**src/design/msqh_pkg.sv**
```systemverilog
// Shared types, constants and helpers of the magnetometer sample qualifier.
package msqh_pkg;

  localparam int unsigned MaxCheckedRegs = 4;
  localparam int unsigned IdxW = $clog2(MaxCheckedRegs);

  localparam logic signed [15:0] SampleMin = 16'sh8000;
  localparam logic signed [15:0] SampleMax = 16'sh7fff;

  // configuration register indexes
  localparam logic [2:0] RegReadyMask     = 3'd0;
  localparam logic [2:0] RegOverflowMask  = 3'd1;
  localparam logic [2:0] RegFailureLimit  = 3'd2;
  localparam logic [2:0] RegCheckInterval = 3'd3;
  localparam logic [2:0] RegCheckedCount  = 3'd4;
  localparam logic [2:0] RegSetMasks      = 3'd5;
  localparam logic [2:0] RegClearMasks    = 3'd6;

  localparam logic [7:0]  ReadyMaskRst     = 8'd1;
  localparam logic [7:0]  OverflowMaskRst  = 8'd2;
  localparam logic [7:0]  FailureLimitRst  = 8'd10;
  localparam logic [31:0] CheckIntervalRst = 32'd100000;
  localparam logic [2:0]  CheckedCountRst  = 3'd3;

  localparam logic [7:0] CounterTop = 8'hff;

  typedef struct packed {
    logic [7:0]  ready_mask;
    logic [7:0]  overflow_mask;
    logic [7:0]  failure_limit;
    logic [31:0] check_interval_us;
    logic [2:0]  checked_count;
    logic [31:0] set_masks;
    logic [31:0] clear_masks;
  } cfg_t;

  typedef struct packed {
    logic            check_done;
    logic            bad_register;
    logic            reset_request;
    logic [IdxW-1:0] next_check_index;
  } health_t;

  // result item, first field highest
  typedef struct packed {
    logic [IdxW-1:0]    next_check_index;
    logic               reset_request;
    logic               bad_register;
    logic               check_done;
    logic               bad_transfer;
    logic               overflow_seen;
    logic signed [15:0] mag_z;
    logic signed [15:0] mag_y;
    logic signed [15:0] mag_x;
    logic               publish_valid;
  } result_t;

  // clamp the programmed count into 1..MaxCheckedRegs
  function automatic logic [2:0] eff_count(input logic [2:0] cnt);
    logic [2:0] c;
    c = cnt;
    if (c == 3'd0) c = 3'd1;
    if (c > 3'(MaxCheckedRegs)) c = 3'(MaxCheckedRegs);
    return c;
  endfunction

  // (idx + 1) mod cnt, for idx 0..3 and cnt 1..4
  function automatic logic [IdxW-1:0] next_index(input logic [IdxW-1:0] idx,
                                                 input logic [2:0] cnt);
    logic [2:0] n;
    logic [2:0] r;
    n = 3'(idx) + 3'd1;
    r = n;
    case (cnt)
      3'd1: r = 3'd0;
      3'd2: r = {2'b00, n[0]};
      3'd3: r = (n == 3'd3) ? 3'd0 : ((n == 3'd4) ? 3'd1 : n);
      3'd4: r = (n == 3'd4) ? 3'd0 : n;
      default: r = 3'd0;
    endcase
    return r[IdxW-1:0];
  endfunction

endpackage

```
**src/design/msqh_axis_lane.sv**
```systemverilog
// One axis lane: holds the previous sample, flags a change and orients the value.
module msqh_axis_lane (
  input  logic               clk,
  input  logic               rst_n,
  input  logic               load,
  input  logic               negate,
  input  logic signed [15:0] sample,
  output logic               changed,
  output logic signed [15:0] oriented
);

  logic signed [15:0] prev_r;
  logic signed [15:0] prev_nxt;

  assign changed  = (sample != prev_r);
  assign prev_nxt = load ? sample : prev_r;

  always_comb begin
    if (!negate) begin
      oriented = sample;
    end else if (sample == msqh_pkg::SampleMin) begin
      oriented = msqh_pkg::SampleMax;
    end else begin
      oriented = -sample;
    end
  end

  always_ff @(posedge clk) begin
    if (!rst_n) begin
      prev_r <= '0;
    end else begin
      prev_r <= prev_nxt;
    end
  end

endmodule

```
**src/design/msqh_health.sv**
```systemverilog
// Failure counter and round-robin register check.
module msqh_health (
  input  logic                        clk,
  input  logic                        rst_n,
  input  logic                        accept,
  input  logic                        publish,
  input  logic [7:0]                  readback,
  input  logic [31:0]                 now_us,
  input  msqh_pkg::cfg_t              cfg,
  output msqh_pkg::health_t           health
);

  logic [7:0]                  fail_cnt_r, fail_cnt_nxt;
  logic [msqh_pkg::IdxW-1:0]   check_idx_r, check_idx_nxt;
  logic [31:0]                 last_check_r, last_check_nxt;

  logic [7:0]  cnt_step;
  logic        over_limit;
  logic        elapsed;
  logic        run_check;
  logic [7:0]  set_m;
  logic [7:0]  clr_m;
  logic        pass;

  always_comb begin
    case (check_idx_r)
      2'd0: begin set_m = cfg.set_masks[7:0];   clr_m = cfg.clear_masks[7:0];   end
      2'd1: begin set_m = cfg.set_masks[15:8];  clr_m = cfg.clear_masks[15:8];  end
      2'd2: begin set_m = cfg.set_masks[23:16]; clr_m = cfg.clear_masks[23:16]; end
      default: begin set_m = cfg.set_masks[31:24]; clr_m = cfg.clear_masks[31:24]; end
    endcase
  end

  // zero masks can never fail
  assign pass = ((readback & set_m) == set_m) && ((readback & clr_m) == 8'd0);

  assign elapsed = (now_us - last_check_r) > cfg.check_interval_us;

  always_comb begin
    if (publish) begin
      cnt_step = (fail_cnt_r != 8'd0) ? fail_cnt_r - 8'd1 : fail_cnt_r;
    end else begin
      cnt_step = (fail_cnt_r != msqh_pkg::CounterTop) ? fail_cnt_r + 8'd1 : fail_cnt_r;
    end
  end

  assign over_limit = !publish && (cnt_step > cfg.failure_limit);
  assign run_check  = !over_limit && (!publish || elapsed);

  always_comb begin
    fail_cnt_nxt   = cnt_step;
    check_idx_nxt  = check_idx_r;
    last_check_nxt = last_check_r;
    if (over_limit) begin
      fail_cnt_nxt = 8'd0;
    end else if (run_check) begin
      if (pass) begin
        last_check_nxt = now_us;
        check_idx_nxt  = msqh_pkg::next_index(check_idx_r,
                                              msqh_pkg::eff_count(cfg.checked_count));
      end else begin
        fail_cnt_nxt = 8'd0;
      end
    end
  end

  assign health.check_done       = run_check;
  assign health.bad_register     = run_check && !pass;
  assign health.reset_request    = over_limit || (run_check && !pass);
  assign health.next_check_index = check_idx_nxt;

  always_ff @(posedge clk) begin
    if (!rst_n) begin
      fail_cnt_r   <= '0;
      check_idx_r  <= '0;
      last_check_r <= '0;
    end else if (accept) begin
      fail_cnt_r   <= fail_cnt_nxt;
      check_idx_r  <= check_idx_nxt;
      last_check_r <= last_check_nxt;
    end
  end

endmodule

```
**src/design/mag_sample_qualifier_health_core.sv**
```systemverilog
// Top level of the magnetometer sample qualifier and health monitor.
//
// One poll result enters per item and yields exactly one result item. The
// block takes an item every clock cycle unless the output stalls: three axis
// lanes compare the new triple with the previous good one and orient it (X
// kept, Y and Z negated with saturation) side by side, a merge step forms the
// publish decision, and the health unit updates the failure counter and runs
// the round-robin set/clear mask check in the same cycle. The result is held
// in a single output register, and a new item is taken whenever that register
// is empty or being drained. Configuration registers are written through the
// cfg port, which is always ready; writes to an index beyond the list are
// dropped. Reset is synchronous and active low, and no clearing pass is
// needed after it.
module mag_sample_qualifier_health_core (
  input  logic         clk,
  input  logic         rst_n,
  // configuration write channel
  input  logic         cfg_valid,
  output logic         cfg_ready,
  input  logic [2:0]   cfg_index,
  input  logic [31:0]  cfg_data,
  // poll items
  input  logic         in_tvalid,
  output logic         in_tready,
  // [0] transfer_ok, [16:1] x_raw, [32:17] y_raw, [48:33] z_raw,
  // [56:49] status_byte, [64:57] check_readback, [96:65] now_us, [103:97] zero
  input  logic [103:0] in_tdata,
  // result items
  output logic         out_tvalid,
  input  logic         out_tready,
  // [0] publish_valid, [16:1] mag_x, [32:17] mag_y, [48:33] mag_z,
  // [49] overflow_seen, [50] bad_transfer, [51] check_done, [52] bad_register,
  // [53] reset_request, [55:54] next_check_index
  output logic [55:0]  out_tdata
);

  // ---- configuration registers
  msqh_pkg::cfg_t cfg_r;

  assign cfg_ready = 1'b1;

  always_ff @(posedge clk) begin
    if (!rst_n) begin
      cfg_r.ready_mask        <= msqh_pkg::ReadyMaskRst;
      cfg_r.overflow_mask     <= msqh_pkg::OverflowMaskRst;
      cfg_r.failure_limit     <= msqh_pkg::FailureLimitRst;
      cfg_r.check_interval_us <= msqh_pkg::CheckIntervalRst;
      cfg_r.checked_count     <= msqh_pkg::CheckedCountRst;
      cfg_r.set_masks         <= '0;
      cfg_r.clear_masks       <= '0;
    end else if (cfg_valid && cfg_ready) begin
      case (cfg_index)
        msqh_pkg::RegReadyMask:     cfg_r.ready_mask        <= cfg_data[7:0];
        msqh_pkg::RegOverflowMask:  cfg_r.overflow_mask     <= cfg_data[7:0];
        msqh_pkg::RegFailureLimit:  cfg_r.failure_limit     <= cfg_data[7:0];
        msqh_pkg::RegCheckInterval: cfg_r.check_interval_us <= cfg_data;
        msqh_pkg::RegCheckedCount:  cfg_r.checked_count     <= cfg_data[2:0];
        msqh_pkg::RegSetMasks:      cfg_r.set_masks         <= cfg_data;
        msqh_pkg::RegClearMasks:    cfg_r.clear_masks       <= cfg_data;
        default: ;  // unknown index, dropped
      endcase
    end
  end

  // ---- input unpack
  logic               transfer_ok;
  logic signed [15:0] x_raw, y_raw, z_raw;
  logic [7:0]         status_byte;
  logic [7:0]         check_readback;
  logic [31:0]        now_us;

  assign transfer_ok    = in_tdata[0];
  assign x_raw          = in_tdata[16:1];
  assign y_raw          = in_tdata[32:17];
  assign z_raw          = in_tdata[48:33];
  assign status_byte    = in_tdata[56:49];
  assign check_readback = in_tdata[64:57];
  assign now_us         = in_tdata[96:65];

  // ---- handshake: one output register, refilled whenever it is empty or being drained
  logic            out_valid_r, out_valid_nxt;
  msqh_pkg::result_t out_data_r;
  msqh_pkg::result_t res;
  logic            accept;

  assign in_tready = !out_valid_r || out_tready;
  assign accept    = in_tvalid && in_tready;

  // ---- axis lanes
  logic               chg_x, chg_y, chg_z;
  logic signed [15:0] or_x, or_y, or_z;
  logic               lane_load;

  assign lane_load = accept && transfer_ok;  // failed transfers keep history

  msqh_axis_lane u_lane_x (
    .clk(clk), .rst_n(rst_n), .load(lane_load), .negate(1'b0),
    .sample(x_raw), .changed(chg_x), .oriented(or_x)
  );
  msqh_axis_lane u_lane_y (
    .clk(clk), .rst_n(rst_n), .load(lane_load), .negate(1'b1),
    .sample(y_raw), .changed(chg_y), .oriented(or_y)
  );
  msqh_axis_lane u_lane_z (
    .clk(clk), .rst_n(rst_n), .load(lane_load), .negate(1'b1),
    .sample(z_raw), .changed(chg_z), .oriented(or_z)
  );

  // ---- merge: publish decision
  logic status_ready, ovf, publish;

  assign status_ready = (status_byte & cfg_r.ready_mask) != 8'd0;
  assign ovf          = (status_byte & cfg_r.overflow_mask) != 8'd0;
  assign publish      = transfer_ok && status_ready && !ovf && (chg_x || chg_y || chg_z);

  // ---- health
  msqh_pkg::health_t health;

  msqh_health u_health (
    .clk      (clk),
    .rst_n    (rst_n),
    .accept   (accept),
    .publish  (publish),
    .readback (check_readback),
    .now_us   (now_us),
    .cfg      (cfg_r),
    .health   (health)
  );

  always_comb begin
    res.publish_valid    = publish;
    res.mag_x            = publish ? or_x : '0;
    res.mag_y            = publish ? or_y : '0;
    res.mag_z            = publish ? or_z : '0;
    res.overflow_seen    = transfer_ok && ovf && !publish;
    res.bad_transfer     = !transfer_ok;
    res.check_done       = health.check_done;
    res.bad_register     = health.bad_register;
    res.reset_request    = health.reset_request;
    res.next_check_index = health.next_check_index;
  end

  assign out_valid_nxt = accept ? 1'b1 : (out_valid_r && !out_tready);

  always_ff @(posedge clk) begin
    if (!rst_n) begin
      out_valid_r <= 1'b0;
    end else begin
      out_valid_r <= out_valid_nxt;
    end
  end

  always_ff @(posedge clk) begin
    if (accept) begin
      out_data_r <= res;
    end
  end

  assign out_tvalid = out_valid_r;
  assign out_tdata  = out_data_r;

`ifndef NO_ASSERTIONS
  // a failed register check always asks for a reset and counts as a check
  a_bad_reg_resets: assert property (@(posedge clk) disable iff (!rst_n)
    out_tvalid && out_data_r.bad_register |->
      out_data_r.reset_request && out_data_r.check_done)
    else $error("bad register without reset request");

  // a published sample never carries a transfer or overflow fault
  a_publish_clean: assert property (@(posedge clk) disable iff (!rst_n)
    out_tvalid && out_data_r.publish_valid |->
      !out_data_r.bad_transfer && !out_data_r.overflow_seen)
    else $error("published item flags a fault");

  // axes read zero unless published
  a_quiet_axes: assert property (@(posedge clk) disable iff (!rst_n)
    out_tvalid && !out_data_r.publish_valid |->
      out_data_r.mag_x == '0 && out_data_r.mag_y == '0 && out_data_r.mag_z == '0)
    else $error("axes driven without publish");
`endif

endmodule

```
**config.mk**
```make
export PLATFORM = sky130hd
export DESIGN_NAME = mag_sample_qualifier_health_core
export DESIGN_NICKNAME = d
export VERILOG_FILES = /design/src/design/msqh_pkg.sv /design/src/design/msqh_axis_lane.sv /design/src/design/msqh_health.sv /design/src/design/mag_sample_qualifier_health_core.sv
export SDC_FILE = /design/constraint.sdc
export NUM_CORES = 1
export LEC_CHECK = 0
export BUFFER_PORTS_ARGS = -buffer_cell sky130_fd_sc_hd__buf_2
export CAP_MARGIN = 20
export CORE_UTILIZATION = 35
export DETAILED_ROUTE_END_ITERATION = 16
export GPL_ROUTABILITY_DRIVEN = 0
export PLACE_DENSITY = 0.63
export SLEW_MARGIN = 20
export SYNTH_ARGS = -nofsm -noshare
export SYNTH_HDL_FRONTEND = slang
export SYNTH_SLANG_ARGS = --single-unit
```
**constraint.sdc**
```tcl
create_clock -name clk -period 10.8 [get_ports clk]
set_input_delay 1.62 -clock clk [delete_from_list [all_inputs] [get_ports clk]]
set_output_delay 1.62 -clock clk [all_outputs]
set_load 0.005 [all_outputs]
```
==> out/results.ini, run 1 <==
[status]
status=complete, no violations

[routing]
drt_first_pass_iters=7
drc=0
wl_per_cell_um=15.86
vias=12871
drtIter0Drc=817
final_antenna_net_count=0
routed_wl_um=39000
vias_per_cell=5.234

[pwr]
p_per_area_mw_per_mm2=156.7
total_leakage_power_nw=6.304
irDropWorstVdd_v=0.0001204

[hold_path]
hold_start=cfg_r[14]
whs_endpoint=cfg_r[14]
hold_path.class=flip-flop to flip-flop
whs_path_depth=2

[clocking]
hold_buffers=0
postCtsResizedCells=0
htree_levels=1
cts_tree=done
cts_sinks=270
cts_root_buf=clkbuf_16
clk_path_buf_depth=3
post-cts-setup-buffers=0
clock_latency_ns=0.59
numCtsBuffers=31
clkTransAtPathRegs_ns=0.06

[die]
start_util=0.3574
die_h_um=204.3
pin_count=203
die_area_sq_mm=0.04176
chipWidth_um=204.3
num_rows=73
core_sq_mm=0.04010

[timing]
rsz0062_at_grt=no
finalSetupViolCount=0
fin_crit_ns=6.526
clock.fmax_ghz=0.1532
worst_pin_slew_ns=1.078
drv_slew=0
setup_tns_ns=0
slew_headroom=0.2790
hold_viol_final=0
fin_skew_ns=0.03441
post-route-period-util=0.6043

[place]
port-buffer-count=194
dp_cells=2401
dpl_cell_area_sq_mm=0.01568
hpwl_um=28220

[cells_and_area]
antenna_cells=0
final_cell_area_sq_mm=0.01671
fin_cells=2459
layout.nets=2134
areaGrowthSynthToFinish_pct=16.58
drive_above_1_share=0.1468

[yosys]
avgSynthCellArea_sq_um=8.124
yosys_register_bits=270
syn_area_sq_mm=0.01433
synthCells=1764
yosysTopAreaCell=dfxtp_1
synth_top_area_frac=0.2990
synthFlopType=dfxtp_1
syn_nets=1989
synthTopCellsByArea=dfxtp_1 30%, edfxtp_1 12%, nand2_1 9.9%, a21oi_1 9.2%, ha_1 7.0%
ys_types=64
ys_warn_count=0
synth-seq-area-share=0.4163
synth_edf_count=56
ys_async_sr_fraction=0

[global_route]
antenna_found_initial=0
first_global_vias=12203
grt_max_degree=116
grtUsageTotal=0.1831
grt_pass1_wl_um=62220
grt-ovfl-total=0

[critical_path]
worstPathCellList=buf_2 > inv_1 > ha_1 > inv_1 > fa_1 > a21oi_1 > nor2_1 > nor3_1 > o21ai_0 > a31o_2 > a311o_1 > a31o_2 > a21o_1 > xor2_1 > ha_1 > nand4_1 > nor4_1 > a21bo_2 > and4_1 > o21ai_2 > buf_4 > nand3_1 > a21oi_1
cp_slowest_stage_delay_ns=0.52
crit_family=compound AO/OA/AOI/OAI gates
arrival_ns=7.03
cp.required_ns=11.31
endpoint_kind=flip-flop
r2r_start=u_health.last_check_r[0]
crit_buf_inv=4
r2r_end=u_health.last_check_r[5]
crit_fanout=25
startpoint_type=primary input
crit_type=primary input to flip-flop
cp_slowest_cell=nor4_1
reg2reg_slack_ns=5.12
ff2ff_path_depth=21

[run]
drv_cap=0

cell usage in the layout (no fill, tap or decap), drive strengths merged, types with 19 or more instances in the layout:
cell type | netlist | routed
xnor2 | 80 | 80
ha | 80 | 80
edfxtp | 56 | 56
inv | 102 | 105
o21ai | 65 | 65
dfxtp | 214 | 214
nor3 | 21 | 21
clkbuf | 79 | 37
nand2 | 378 | 378
a21o | 23 | 23
nand4 | 22 | 22
and2 | 19 | 19
buf | 18 | 209
nand3 | 61 | 61
o211ai | 24 | 24
nor2 | 78 | 78
a21oi | 262 | 262
Yosys cell counts (12+ instances only):
cell,number
a222oi_1,13
nand2b_1,12
nor2_1,78
clkbuf_1,79
ha_1,80
and2_1,19
nand2_1,378
nor4_1,13
inv_1,100
nand3_1,61
edfxtp_1,56
a21oi_1,262
nor2b_1,12
o21ai_1,30
xor2_1,17
nand4_1,22
o21ai_0,34
dfxtp_1,214
o211ai_1,24
nor3_1,20
a21o_1,23
xnor2_1,80
final cells by class:
| class | instances | area [sq um] |
|---|---|---|
| clock buffer | 37 | 808.3 |
| clock inverter | 21 | 214.0 |
| fill | 4005 | 23390 |
| inverter | 103 | 391.6 |
| multi-input combinational | 1294 | 7586 |
| sequential | 270 | 5966 |
| tap | 525 | 656.9 |
| timing repair buffer | 209 | 1084 |
metrics by stage:
stage / util / power (mW) / hold slack (ns) / setup WS [ns]
final: 0.4166 / 2.617 / 0.4548 / 4.274
after global routing: 0.4166 / 2.741 / 0.4759 / 3.775
after CTS: 0.4166 / 2.644 / 0.4545 / 4.277
after detailed placement: 0.3911 / 1.586 / 0.4460 / 3.679
after global placement: 0.3911 / 1.572 / 0.4400 / 3.763
after floorplan: - / 1.435 / 0.4329 / 4.523
cells by family after synthesis:
group           Yosys count  share of synthesized area
mux                      13                    0.01135
buf+inv                 200                    0.05614
xor+xnor                 97                    0.05929
flops                   270                     0.4163
other cells               1                  0.0002617
fa+ha+maj                81                    0.07125
compound gates          453                     0.1859
simple gates            649                     0.1995
worst min-delay path: stages (launching register included):
cell	delay (ns)
dfxtp_1	0.31
nand2_1	0.05
a21oi_1	0.05
report_power, final:
| part | switching [mW] | internal, mW | total [mW] | leakage, nW |
|---|---|---|---|---|
| Combinational | 0.276 | 0.188 | 0.464 | 3.51 |
| Clock | 0.445 | 0.610 | 1.06 | 0.486 |
| Sequential | 0.0216 | 1.08 | 1.10 | 2.30 |
how the worst max path moves through the flow:
stage | startpoint | endpoint | slack (ns) | depth (start not counted)
after floorplan | in_tdata[65] | out_tdata[54] | 4.52 | 21
after global placement | in_tdata[65] | u_health.last_check_r[0] | 3.76 | 23
after detailed placement | in_tdata[65] | u_health.last_check_r[20] | 3.68 | 23
after CTS | in_tdata[65] | u_health.last_check_r[5] | 4.28 | 23
after global routing | in_tdata[65] | u_health.last_check_r[1] | 3.78 | 23
final | in_tdata[65] | u_health.last_check_r[5] | 4.27 | 23
registers in the layout (all words and copies together) (netlist names):
register,cells
u_health.fail_cnt_r,8
u_health.check_idx_r,2
u_lane_y.prev_r,16
out_tdata,56
cfg_r,123
u_lane_z.prev_r,16
u_health.last_check_r,32
u_lane_x.prev_r,16
out_tvalid,1
per-layer routing:
layer | up-vias | track usage | wire (um)
li1 | 6395 | - | -
met1 | 6036 | 0.2263 | 16630
met2 | 371 | 0.3304 | 19400
met3 | 69 | 0.02360 | 2021
met4 | 0 | 0.05037 | 952
met5 | - | 0 | 0
Power figures use the tool's default switching activity.
==> run 2: changes to the inputs <==
PLACE_DENSITY = 0.65   (was 0.63)
clock period = 5.3 ns   (was 10.8 ns; I/O delays follow)
==> run 2 against run 1 <==
  * Global-route usage barely moved
  * Highest routed layer is now met5
  * Critical path type unchanged
  * Routed wire length up 0.43%
  * Total power is 110% higher
==> out/results.ini, run 2 (synthesis gave the netlist of run 1 again) <==
[timing]
fin_skew_ns=0.02473  ; -0.009679 ns
worst_pin_slew_ns=1.054  ; -0.02478 ns
slew_headroom=0.2956  ; +0.01657
hold_slack_ns=0.4543  ; -0.0005680 ns
final.setup.worst_slack_ns=0.2490  ; -4.025 ns
drv_slew=0  ; unchanged
finalSetupViolCount=0  ; unchanged
setup_tns_ns=0  ; unchanged
post-route-period-util=0.9530
hold_viol_final=0  ; unchanged
clock.fmax_ghz=0.1980
fin_crit_ns=5.051
rsz0062_at_grt=yes

[clocking]
cts_root_buf=clkbuf_16
clock_latency_ns=0.58  ; about the same
cts_tree=done
hold_buffers=0  ; unchanged
numCtsBuffers=31  ; unchanged
postCtsResizedCells=0  ; unchanged
clkTransAtPathRegs_ns=0.07  ; about the same
htree_levels=1  ; unchanged
post-cts-setup-buffers=0  ; unchanged
clk_path_buf_depth=3  ; unchanged
cts_sinks=270  ; unchanged

[routing]
drtIter0Drc=800  ; -2.1%
drt_first_pass_iters=6  ; -1
final_antenna_net_count=0  ; unchanged
wl_per_cell_um=15.72  ; -0.90%
vias=12956  ; +0.66%
routed_wl_um=39160  ; +0.43%
drc=0  ; unchanged
vias_per_cell=5.199  ; -0.67%

[status]
status=complete, no violations

[die]
chipWidth_um=204.3  ; unchanged
die_h_um=204.3  ; unchanged
pin_count=203  ; unchanged
die_area_sq_mm=0.04176  ; unchanged
num_rows=73  ; unchanged
start_util=0.3574  ; unchanged
core_sq_mm=0.04010  ; unchanged

[pwr]
p_per_area_mw_per_mm2=319.0  ; +100%
irDropWorstVdd_v=0.0002412  ; +100%
total_power_mw=5.428  ; +110%
total_leakage_power_nw=6.497  ; +3.1%

[cells_and_area]
final_cell_mix=378 x nand2_1, 262 x a21oi_1, 214 x dfxtp_1, 194 x buf_2, 99 x inv_1
areaGrowthSynthToFinish_pct=18.73
regMostFlops=cfg_r
antenna_cells=0  ; unchanged
layout.nets=2167  ; +1.5%
fillers=3967  ; -0.95%
final_cell_area_sq_mm=0.01701  ; +1.8%
post-route-util=0.4243  ; +0.007676
drive_above_1_share=0.1617  ; +0.01482
layout_commonest_cell=nand2_1
fin_cells=2492  ; +1.3%
largest_reg_flops=123  ; unchanged

[critical_path]
cp_slowest_cell=nor4_2
crit_fanout=4  ; -84%
endpoint_kind=flip-flop
arrival_ns=5.38  ; -1.65 ns
worstPathCellList=buf_2 > inv_1 > ha_1 > inv_1 > fa_1 > a21oi_1 > nor2_1 > nor3_1 > o21ai_1 > buf_4 > a311oi_1 > nor2b_1 > a311o_1 > xor2_1 > ha_1 > nand4_1 > nor4_2 > a21bo_2 > and4_1 > o21a_1 > nor3_2 > mux2_2
cp.required_ns=5.63  ; -5.68 ns
crit_type=primary input to flip-flop
cp_slowest_stage_delay_ns=0.39  ; -0.13 ns
startpoint_type=primary input

[place]
port-buffer-count=194  ; unchanged
dp_cells=2434  ; +1.4%
hpwl_um=28650  ; +1.5%
dp_slack_ns=-0.4231  ; -4.102 ns
dpl_cell_area_sq_mm=0.01597  ; +1.8%

[global_route]
grt-ovfl-total=0  ; unchanged
grt_max_degree=113  ; -2.6%
grt_pass1_wl_um=62240  ; about the same
first_global_vias=12301  ; +0.80%
antenna_found_initial=2  ; +2
grtUsageTotal=0.1829  ; about the same

[hold_path]
hold_path.class=flip-flop to flip-flop

[run]
drv_cap=0  ; unchanged

==> run 2: changes by cell type in the layout (fill, tap and decap cells not counted), sizes merged <==
cell | before | now
buf | 209 | 242
bufinv | 3 | 4
clkbuf | 37 | 38
clkinv | 11 | 10
clkinvlp | 5 | 2
inv | 105 | 107
==> run 2: worst max-delay path, delay by kind of cell <==
family / cells / cell delay (ns)
AO/OA/AOI/OAI: 6 / 1.52
adder cells (fa/ha/maj): 3 / 0.82
XOR/XNOR: 1 / 0.15
multiplexers: 1 / 0.37
AND/OR/NAND/NOR: 7 / 1.35
buffers and inverters: 4 / 0.38
==> run 2: final timing paths <==
check                           cells past startpoint  slack [ns]            end                startpoint
worst max-delay path                               22        0.25  out_tdata[54]              in_tdata[65]
worst min register to register                      2        0.45      cfg_r[13]                 cfg_r[13]
worst min-delay path                                2        0.45      cfg_r[13]                 cfg_r[13]
worst max register to register                     20        0.25  out_tdata[54]  u_health.last_check_r[0]
==> run 2: power by group <==
part | leakage, nW | switching, mW | internal (mW) | total, mW
combinational | 3.68 | 0.571 | 0.416 | 0.988
sequential | 2.30 | 0.0445 | 2.19 | 2.24
clock | 0.508 | 0.902 | 1.30 | 2.20
==> run 2: final cells by class <==
type                            instances  area (sq um)  share of cell area
Multi-Input combinational cell       1294          7597              0.4465
Clock inverter                         20         224.0             0.01316
Inverter                              103         391.6             0.02302
Clock buffer                           38         822.0             0.04832
Tap cell                              525         656.9             0.03861
Sequential cell                       270          5966              0.3506
Timing Repair Buffer                  242          1356             0.07972
==> run 2: layer usage <==
| layer | up-vias | track usage | wire length, um |
|---|---|---|---|
| met5 | - | 0 | 23 |
| met4 | 4 | 0.05117 | 1027 |
| met3 | 72 | 0.02710 | 2417 |
| met2 | 379 | 0.3326 | 19620 |
| met1 | 6069 | 0.2216 | 16080 |
| li1 | 6432 | - | - |
